$ cat config.mk
export PLATFORM = sky130hd
export DESIGN_NAME = letter_to_phone_converter_core_flat
export DESIGN_NICKNAME = d
export VERILOG_FILES = /design/src/design/lpc_pkg.sv /design/src/design/lpc_letter_if.sv /design/src/design/lpc_phone_if.sv /design/src/design/letter_to_phone_converter_core.sv /design/src/design/lpc_decoder.sv /design/src/design/lpc_result_buffer.sv /design/src/flat_wrapper.sv
export SDC_FILE = /design/constraint.sdc
export NUM_CORES = 1
export LEC_CHECK = 0
export ABC_AREA = 0
export CORE_ASPECT_RATIO = 1.75
export CORE_MARGIN = 4
export CORE_UTILIZATION = 45
export DETAILED_ROUTE_END_ITERATION = 12
export DONT_BUFFER_PORTS = 1
export GPL_TIMING_DRIVEN = 1
export SKIP_CTS_REPAIR_TIMING = 1
export SYNTH_ARGS = -nofsm -noshare
export SYNTH_HDL_FRONTEND = slang
export SYNTH_SLANG_ARGS = --single-unit
$ cat constraint.sdc
create_clock -name clk -period 2.9 [get_ports clk]
set_clock_uncertainty 0.1 [all_clocks]
set_input_delay 0.29 -clock clk [delete_from_list [all_inputs] [get_ports clk]]
set_output_delay 0.29 -clock clk [all_outputs]
set_load 0.1 [all_outputs]
$ cat src/design/lpc_pkg.sv
// types, constants and the letter table of the letter-to-phone converter
`timescale 1ns / 1ps

package lpc_pkg;

    // phone codes, alphabetical by phone name
    localparam logic [4:0] PH_A   = 5'd0;
    localparam logic [4:0] PH_B   = 5'd1;
    localparam logic [4:0] PH_CH  = 5'd2;
    localparam logic [4:0] PH_D   = 5'd3;
    localparam logic [4:0] PH_DZ  = 5'd4;
    localparam logic [4:0] PH_DZH = 5'd5;
    localparam logic [4:0] PH_E   = 5'd6;
    localparam logic [4:0] PH_F   = 5'd7;
    localparam logic [4:0] PH_G   = 5'd8;
    localparam logic [4:0] PH_H   = 5'd9;
    localparam logic [4:0] PH_I   = 5'd10;
    localparam logic [4:0] PH_J   = 5'd11;
    localparam logic [4:0] PH_K   = 5'd12;
    localparam logic [4:0] PH_KH  = 5'd13;
    localparam logic [4:0] PH_L   = 5'd14;
    localparam logic [4:0] PH_M   = 5'd15;
    localparam logic [4:0] PH_N   = 5'd16;
    localparam logic [4:0] PH_O   = 5'd17;
    localparam logic [4:0] PH_P   = 5'd18;
    localparam logic [4:0] PH_R   = 5'd19;
    localparam logic [4:0] PH_S   = 5'd20;
    localparam logic [4:0] PH_SH  = 5'd21;
    localparam logic [4:0] PH_T   = 5'd22;
    localparam logic [4:0] PH_TS  = 5'd23;
    localparam logic [4:0] PH_U   = 5'd24;
    localparam logic [4:0] PH_V   = 5'd25;
    localparam logic [4:0] PH_Y   = 5'd26;
    localparam logic [4:0] PH_Z   = 5'd27;
    localparam logic [4:0] PH_ZH  = 5'd28;

    // windows-1251 bytes with special handling
    localparam logic [7:0] CH_D  = 8'hE4;
    localparam logic [7:0] CH_Z  = 8'hE7;
    localparam logic [7:0] CH_ZH = 8'hE6;

    localparam int MAX_RESULTS = 3;

    typedef enum logic [1:0] {
        MAP_NONE,
        MAP_ONE,
        MAP_TWO,
        MAP_UNKNOWN
    } map_kind_t;

    typedef struct packed {
        map_kind_t  kind;
        logic [4:0] ph0;
        logic [4:0] ph1;
    } map_t;

    typedef struct packed {
        logic [4:0] phone_code;
        logic       phone_valid;
        logic       letter_error;
        logic       word_end;
        logic       run_last;
    } result_t;

    typedef struct packed {
        logic [1:0]                   count;
        result_t [MAX_RESULTS-1:0]    res;
    } bundle_t;

    typedef struct packed {
        logic held_d;
        logic dropping_word;
    } conv_state_t;

    function automatic map_t one_phone(input logic [4:0] ph);
        map_t m;
        m.kind = MAP_ONE;
        m.ph0  = ph;
        m.ph1  = PH_A;
        return m;
    endfunction

    function automatic map_t two_phones(input logic [4:0] a, input logic [4:0] b);
        map_t m;
        m.kind = MAP_TWO;
        m.ph0  = a;
        m.ph1  = b;
        return m;
    endfunction

    // letter table, d is handled outside
    function automatic map_t map_letter(input logic [7:0] c);
        map_t m;
        m.kind = MAP_UNKNOWN;
        m.ph0  = PH_A;
        m.ph1  = PH_A;
        unique case (c)
            8'hE0:   m = one_phone(PH_A);
            8'hE1:   m = one_phone(PH_B);
            8'hE2:   m = one_phone(PH_V);
            8'hE3:   m = one_phone(PH_H);
            8'hB4:   m = one_phone(PH_G);
            8'hE5:   m = one_phone(PH_E);
            8'hE6:   m = one_phone(PH_ZH);
            8'hE7:   m = one_phone(PH_Z);
            8'hE8:   m = one_phone(PH_Y);
            8'hB3:   m = one_phone(PH_I);
            8'hE9:   m = one_phone(PH_J);
            8'hEA:   m = one_phone(PH_K);
            8'hEB:   m = one_phone(PH_L);
            8'hEC:   m = one_phone(PH_M);
            8'hED:   m = one_phone(PH_N);
            8'hEE:   m = one_phone(PH_O);
            8'hEF:   m = one_phone(PH_P);
            8'hF0:   m = one_phone(PH_R);
            8'hF1:   m = one_phone(PH_S);
            8'hF2:   m = one_phone(PH_T);
            8'hF3:   m = one_phone(PH_U);
            8'hF4:   m = one_phone(PH_F);
            8'hF5:   m = one_phone(PH_KH);
            8'hF6:   m = one_phone(PH_TS);
            8'hF7:   m = one_phone(PH_CH);
            8'hF8:   m = one_phone(PH_SH);
            8'hBA:   m = two_phones(PH_J, PH_E);
            8'hBF:   m = two_phones(PH_J, PH_I);
            8'hF9:   m = two_phones(PH_SH, PH_CH);
            8'hFE:   m = two_phones(PH_J, PH_U);
            8'hFF:   m = two_phones(PH_J, PH_A);
            8'hFC, 8'h2D, 8'h27: m.kind = MAP_NONE;
            default: m.kind = MAP_UNKNOWN;
        endcase
        return m;
    endfunction

endpackage

$ cat src/design/lpc_letter_if.sv
// handshake channel carrying one letter byte per transaction
`timescale 1ns / 1ps

interface lpc_letter_if;
    logic       valid;
    logic       ready;
    logic [7:0] letter_code;
    logic       last_letter;

    modport source (output valid, output letter_code, output last_letter, input ready);
    modport sink (input valid, input letter_code, input last_letter, output ready);
endinterface

$ cat src/design/lpc_phone_if.sv
// handshake channel carrying one phone result per transaction
`timescale 1ns / 1ps

interface lpc_phone_if;
    logic       valid;
    logic       ready;
    logic [4:0] phone_code;
    logic       phone_valid;
    logic       letter_error;
    logic       word_end;
    logic       run_last;

    modport source (
        output valid, output phone_code, output phone_valid, output letter_error,
        output word_end, output run_last, input ready
    );
    modport sink (
        input valid, input phone_code, input phone_valid, input letter_error,
        input word_end, input run_last, output ready
    );
endinterface

$ cat src/design/letter_to_phone_converter_core.sv
// top level of the ukrainian letter-to-phone converter
`timescale 1ns / 1ps
// a letter's first result is offered in the cycle after its transaction
// throughput: one letter per cycle while each letter gives at most one result and
//   phones are taken; the letter side waits while two or more results are held
// reset: rst_n clears the held d, the dropping flag and the result count at once

module letter_to_phone_converter_core (
    input  logic         clk,
    input  logic         rst_n,
    lpc_letter_if.sink   letters,
    lpc_phone_if.source  phones
);
    import lpc_pkg::*;

    // word state carried from letter to letter
    conv_state_t state_reg;
    conv_state_t state_next;
    bundle_t     bundle;
    result_t     out_res;
    logic        can_load;
    logic        accept;

    // letter transaction whenever the buffer can take the whole bundle
    assign letters.ready = can_load;
    assign accept        = letters.valid && can_load;

    // decode straight from the channel into the result register
    lpc_decoder u_decoder (
        .letter_code (letters.letter_code),
        .last_letter (letters.last_letter),
        .state_cur   (state_reg),
        .state_next  (state_next),
        .bundle      (bundle)
    );

    lpc_result_buffer u_buffer (
        .clk       (clk),
        .rst_n     (rst_n),
        .load      (accept),
        .bundle    (bundle),
        .out_ready (phones.ready),
        .can_load  (can_load),
        .out_valid (phones.valid),
        .out_res   (out_res)
    );

    assign phones.phone_code   = out_res.phone_code;
    assign phones.phone_valid  = out_res.phone_valid;
    assign phones.letter_error = out_res.letter_error;
    assign phones.word_end     = out_res.word_end;
    assign phones.run_last     = out_res.run_last;

    // state moves only on an accepted letter
    always_ff @(posedge clk or negedge rst_n)
    begin
        if (!rst_n)
        begin
            state_reg <= '0;
        end
        else if (accept)
        begin
            state_reg <= state_next;
        end
    end

endmodule

$ cat src/design/lpc_decoder.sv
// combinational decode of one letter into up to three phone results
`timescale 1ns / 1ps

module lpc_decoder (
    input  logic [7:0]          letter_code,
    input  logic                last_letter,
    input  lpc_pkg::conv_state_t state_cur,
    output lpc_pkg::conv_state_t state_next,
    output lpc_pkg::bundle_t    bundle
);
    import lpc_pkg::*;

    logic       ends;
    logic       done;
    logic [1:0] n;
    map_t       m;

    always_comb
    begin
        state_next = state_cur;
        bundle     = '0;
        n          = 2'd0;
        ends       = last_letter;
        done       = 1'b0;
        m          = map_letter(letter_code);

        if (state_cur.dropping_word)
        begin
            state_next.dropping_word = !last_letter;
        end
        else
        begin
            // pending d goes first, or merges into dz / dzh
            if (state_cur.held_d)
            begin
                state_next.held_d = 1'b0;
                if (letter_code == CH_Z || letter_code == CH_ZH)
                begin
                    bundle.res[n].phone_code  = (letter_code == CH_Z) ? PH_DZ : PH_DZH;
                    bundle.res[n].phone_valid = 1'b1;
                    n    = n + 2'd1;
                    done = 1'b1;
                end
                else
                begin
                    bundle.res[n].phone_code  = PH_D;
                    bundle.res[n].phone_valid = 1'b1;
                    n = n + 2'd1;
                end
            end

            if (!done && letter_code == CH_D)
            begin
                if (last_letter)
                begin
                    bundle.res[n].phone_code  = PH_D;
                    bundle.res[n].phone_valid = 1'b1;
                    n = n + 2'd1;
                end
                else
                begin
                    state_next.held_d = 1'b1;
                end
                done = 1'b1;
            end

            if (!done)
            begin
                unique case (m.kind)
                    MAP_UNKNOWN:
                    begin
                        bundle.res[n].letter_error = 1'b1;
                        n    = n + 2'd1;
                        ends = 1'b1;
                        state_next.dropping_word = !last_letter;
                    end
                    MAP_ONE:
                    begin
                        bundle.res[n].phone_code  = m.ph0;
                        bundle.res[n].phone_valid = 1'b1;
                        n = n + 2'd1;
                    end
                    MAP_TWO:
                    begin
                        bundle.res[n].phone_code  = m.ph0;
                        bundle.res[n].phone_valid = 1'b1;
                        n = n + 2'd1;
                        bundle.res[n].phone_code  = m.ph1;
                        bundle.res[n].phone_valid = 1'b1;
                        n = n + 2'd1;
                    end
                    MAP_NONE:
                    begin
                    end
                endcase
                // silent last letter still closes the word
                if (last_letter && n == 2'd0)
                begin
                    n = 2'd1;
                end
            end

            if (n != 2'd0)
            begin
                bundle.res[n - 2'd1].run_last = 1'b1;
                bundle.res[n - 2'd1].word_end = ends;
            end
        end
        bundle.count = n;
    end

endmodule

$ cat src/design/lpc_result_buffer.sv
// three-entry result register drained one result per output transaction
`timescale 1ns / 1ps

module lpc_result_buffer (
    input  logic             clk,
    input  logic             rst_n,
    input  logic             load,
    input  lpc_pkg::bundle_t bundle,
    input  logic             out_ready,
    output logic             can_load,
    output logic             out_valid,
    output lpc_pkg::result_t out_res
);
    import lpc_pkg::*;

    logic [1:0]                count_reg;
    logic [1:0]                count_next;
    result_t [MAX_RESULTS-1:0] entry_reg;
    result_t [MAX_RESULTS-1:0] entry_next;
    logic                      pop;

    assign out_valid = (count_reg != 2'd0);
    assign out_res   = entry_reg[0];
    assign pop       = out_valid && out_ready;
    // new bundle fits when empty or once the last held result leaves this cycle
    assign can_load  = (count_reg == 2'd0) || (count_reg == 2'd1 && out_ready);

    always_comb
    begin
        count_next = count_reg;
        entry_next = entry_reg;
        if (load)
        begin
            count_next = bundle.count;
            entry_next = bundle.res;
        end
        else if (pop)
        begin
            count_next = count_reg - 2'd1;
            for (int i = 0; i < MAX_RESULTS - 1; i++)
            begin
                entry_next[i] = entry_reg[i + 1];
            end
        end
    end

    always_ff @(posedge clk or negedge rst_n)
    begin
        if (!rst_n)
        begin
            count_reg <= 2'd0;
        end
        else
        begin
            count_reg <= count_next;
        end
    end

    always_ff @(posedge clk)
    begin
        entry_reg <= entry_next;
    end

endmodule
$ cat src/flat_wrapper.sv
// flat-port wrapper written by rule: the top's interface ports become plain ports
module letter_to_phone_converter_core_flat import lpc_pkg::*;
  (clk, rst_n, letters_valid, letters_letter_code, letters_last_letter, letters_ready, phones_valid, phones_phone_code, phones_phone_valid, phones_letter_error, phones_word_end, phones_run_last, phones_ready);
  lpc_letter_if letters_i ();
  lpc_phone_if phones_i ();
  input  logic clk;
  input  logic rst_n;
  input wire logic [$bits(letters_i.valid)-1:0] letters_valid;
  input wire logic [$bits(letters_i.letter_code)-1:0] letters_letter_code;
  input wire logic [$bits(letters_i.last_letter)-1:0] letters_last_letter;
  output wire logic [$bits(letters_i.ready)-1:0] letters_ready;
  output wire logic [$bits(phones_i.valid)-1:0] phones_valid;
  output wire logic [$bits(phones_i.phone_code)-1:0] phones_phone_code;
  output wire logic [$bits(phones_i.phone_valid)-1:0] phones_phone_valid;
  output wire logic [$bits(phones_i.letter_error)-1:0] phones_letter_error;
  output wire logic [$bits(phones_i.word_end)-1:0] phones_word_end;
  output wire logic [$bits(phones_i.run_last)-1:0] phones_run_last;
  input wire logic [$bits(phones_i.ready)-1:0] phones_ready;
  assign letters_i.valid = letters_valid;
  assign letters_i.letter_code = letters_letter_code;
  assign letters_i.last_letter = letters_last_letter;
  assign letters_ready = letters_i.ready;
  assign phones_valid = phones_i.valid;
  assign phones_phone_code = phones_i.phone_code;
  assign phones_phone_valid = phones_i.phone_valid;
  assign phones_letter_error = phones_i.letter_error;
  assign phones_word_end = phones_i.word_end;
  assign phones_run_last = phones_i.run_last;
  assign phones_i.ready = phones_ready;
  letter_to_phone_converter_core u_core (.clk(clk), .rst_n(rst_n), .letters(letters_i), .phones(phones_i));
endmodule
==> results.cfg <==
[outcome]
status = finished clean

[timing]
finalCritPeriodShare = 0.950
fin_ws_ps = 144
final-hold-violation-count = 0
setup_tns_ps = 0
fmax_mhz = 363
worst_slew_pin_slew_ps = 899
max_slew_margin = 0.402
hold_ws_ps = 169
rsz0062_at_grt = no
final_max_slew_viol_count = 0
finalCriticalPeriod_ps = 2760
setup_violations = 0

[pwr]
pwr-share-clk = 0.198
p_leak_uw = 0.00103
switching_share = 0.470
power_frac_seq = 0.525
internal_power_uw = 1140
power.density_nw_per_um2 = 745
finalPower_uw = 2150
ir_drop_mv = 0.300
combPwrFrac = 0.278
power.switching_uw = 1010

[synth]
synth_cell_types = 76
synth_nets = 328
netlist_area_um2 = 2750
netlist_top_cells_area = edfxtp_1 29%, nand2_1 4.2%, a21oi_1 3.8%
postSynth.asyncResetShare = 0.129
synth_edf_count = 27
ys_top_cells_by_count = 31 x nand2_1, 27 x edfxtp_1, 21 x a21oi_1, 19 x nor2_1, 19 x o21ai_0
syn_area_per_cell_um2 = 8.96
synth-seq-cells = 31
ys_seq_area_frac = 0.331
yosysTopAreaCell = edfxtp_1
yosysTopAreaCellShare = 0.295
yosysMostFrequentCell = nand2_1
synth-main-ff-cell = edfxtp_1
synth_warnings = 0
syn-instance-count = 307

[setup_path]
critPathCaptureType = register
critPathKind = reg2reg
critical_path_required_ps = 2950
r2r.worst_path.cells = 8
start_kind = register
critPathMaxFanout = 11
cp.arrival_ps = 2800

[layout]
final_util = 0.486
n_antenna_cell = 0
drive_gt1_frac = 0.127
syn_to_final_growth_pct = 4.68
num-nets-final = 319
largest_reg_flops = 18

[clock_network]
clk_path_buf_depth = 2
path_clk_slew_ps = 70
clkSinkCount = 31
cts_tree = built
ctsRootBufferMaster = clkbuf_8
h-tree-depth = 2
clock_latency_ps = 290
cts_buffers = 5

[global_route]
overflow = 0
grt_start_max_net_pins = 24
antenna_found_initial = 0
grt_usage = 0.218
grt_pass1_vias = 2417
grt_pass1_wl_mm = 12.4

[worst_hold_path]
worstHoldPathType = in2reg
holdPathStages = 2

[drt]
drtPass1Iterations = 4
first_iter_violations = 175
vias = 2450
final_antenna_net_count = 0
drc = 0
wirelength_mm = 7.58
routed_via_density = 6.50
wire_per_inst_um = 20.1

[floorplan]
ioPinCount = 24
die_w_um = 67.1
core-area_um2 = 5930
std_cell_rows = 37
initial_utilization = 0.464
die-area_um2 = 7480
chipHeight_um = 111

[placed_design]
hpwl_mm = 5.72
port_buffers = 0
dp_slack_ps = 88.2
place.gp.congestion = 0.947

[flow_run]
cap_violations = 0
==> power by group through the flow <==
stage	Combinational (uW)	Sequential, uW	Clock, uW
detailed placement	589	1140	0
global route	655	1140	454
floorplan	742	903	0
CTS	593	1130	433
global placement	588	1130	0
finish	596	1130	424
==> worst paths after layout <==
check / from / to / slack (ps)
min in group asynchronous: rst_n / u_core.u_buffer.count_reg[1] / 190
worst min-delay path: letters_last_letter / u_core.u_buffer.entry_reg[19] / 170
worst max register to register: u_core.state_reg[1] / u_core.u_buffer.out_res[8] / 140
max in group asynchronous: rst_n / u_core.u_buffer.count_reg[0] / 2310
worst min register to register: u_core.u_buffer.entry_reg[18] / u_core.u_buffer.entry_reg[9] / 430
worst max-delay path: u_core.state_reg[1] / u_core.u_buffer.out_res[8] / 140
==> area by class of cell <==
class	count	area (um2)
repair buffers	10	80.1
fillers	603	3050
flip-flops and latches	31	911
clock inverters	3	38.8
well taps	78	97.6
inverters	14	52.6
clock buffers	5	68.8
multi-input cells	236	1630
==> kinds of logic (layout without fill, tap and decap cells) <==
group	after synthesis	count (layout)	synth area share
compound gates	112	112	0.315
xor+xnor	2	2	0.00637
fa+ha+maj	9	9	0.0405
buf+inv	40	32	0.0759
flops	31	31	0.331
mux	3	3	0.0132
simple gates	110	110	0.218
==> per-stage QoR <==
stage	instances	area [um2]
6_report	377	2880
5_1_grt	377	2880
3_5_place_dp	367	2750
2_1_floorplan	307	2750
4_1_cts	375	2860
3_3_place_gp	367	2750
==> metal layers <==
layer	vias to the layer above	GRT usage	routed length [um]
met5	-	0	0
met4	0	0.149	434
met3	30	0.0343	336
met2	94	0.367	3840
met1	1174	0.243	2960
li1	1152	-	-
==> critical path, stage by stage (launching register included) <==
cell	delay, ps
dfrtp_1	400
buf_4	170
ha_1	170
and2_1	200
inv_1	240
ha_1	580
nand2_1	190
or3_1	410
o22ai_2	150
==> layout by cell type (no fill, tap or decap), drive strengths merged, types with 6 or more instances in the layout <==
master,count
a21oi,23
a22oi,7
and2,6
buf,8
edfxtp,27
ha,8
inv,14
nand2,31
nand3,10
nor2,19
nor2b,7
nor3,10
o211ai,9
o21ai,23
No activity file was read; power rests on OpenSTA's default activity.
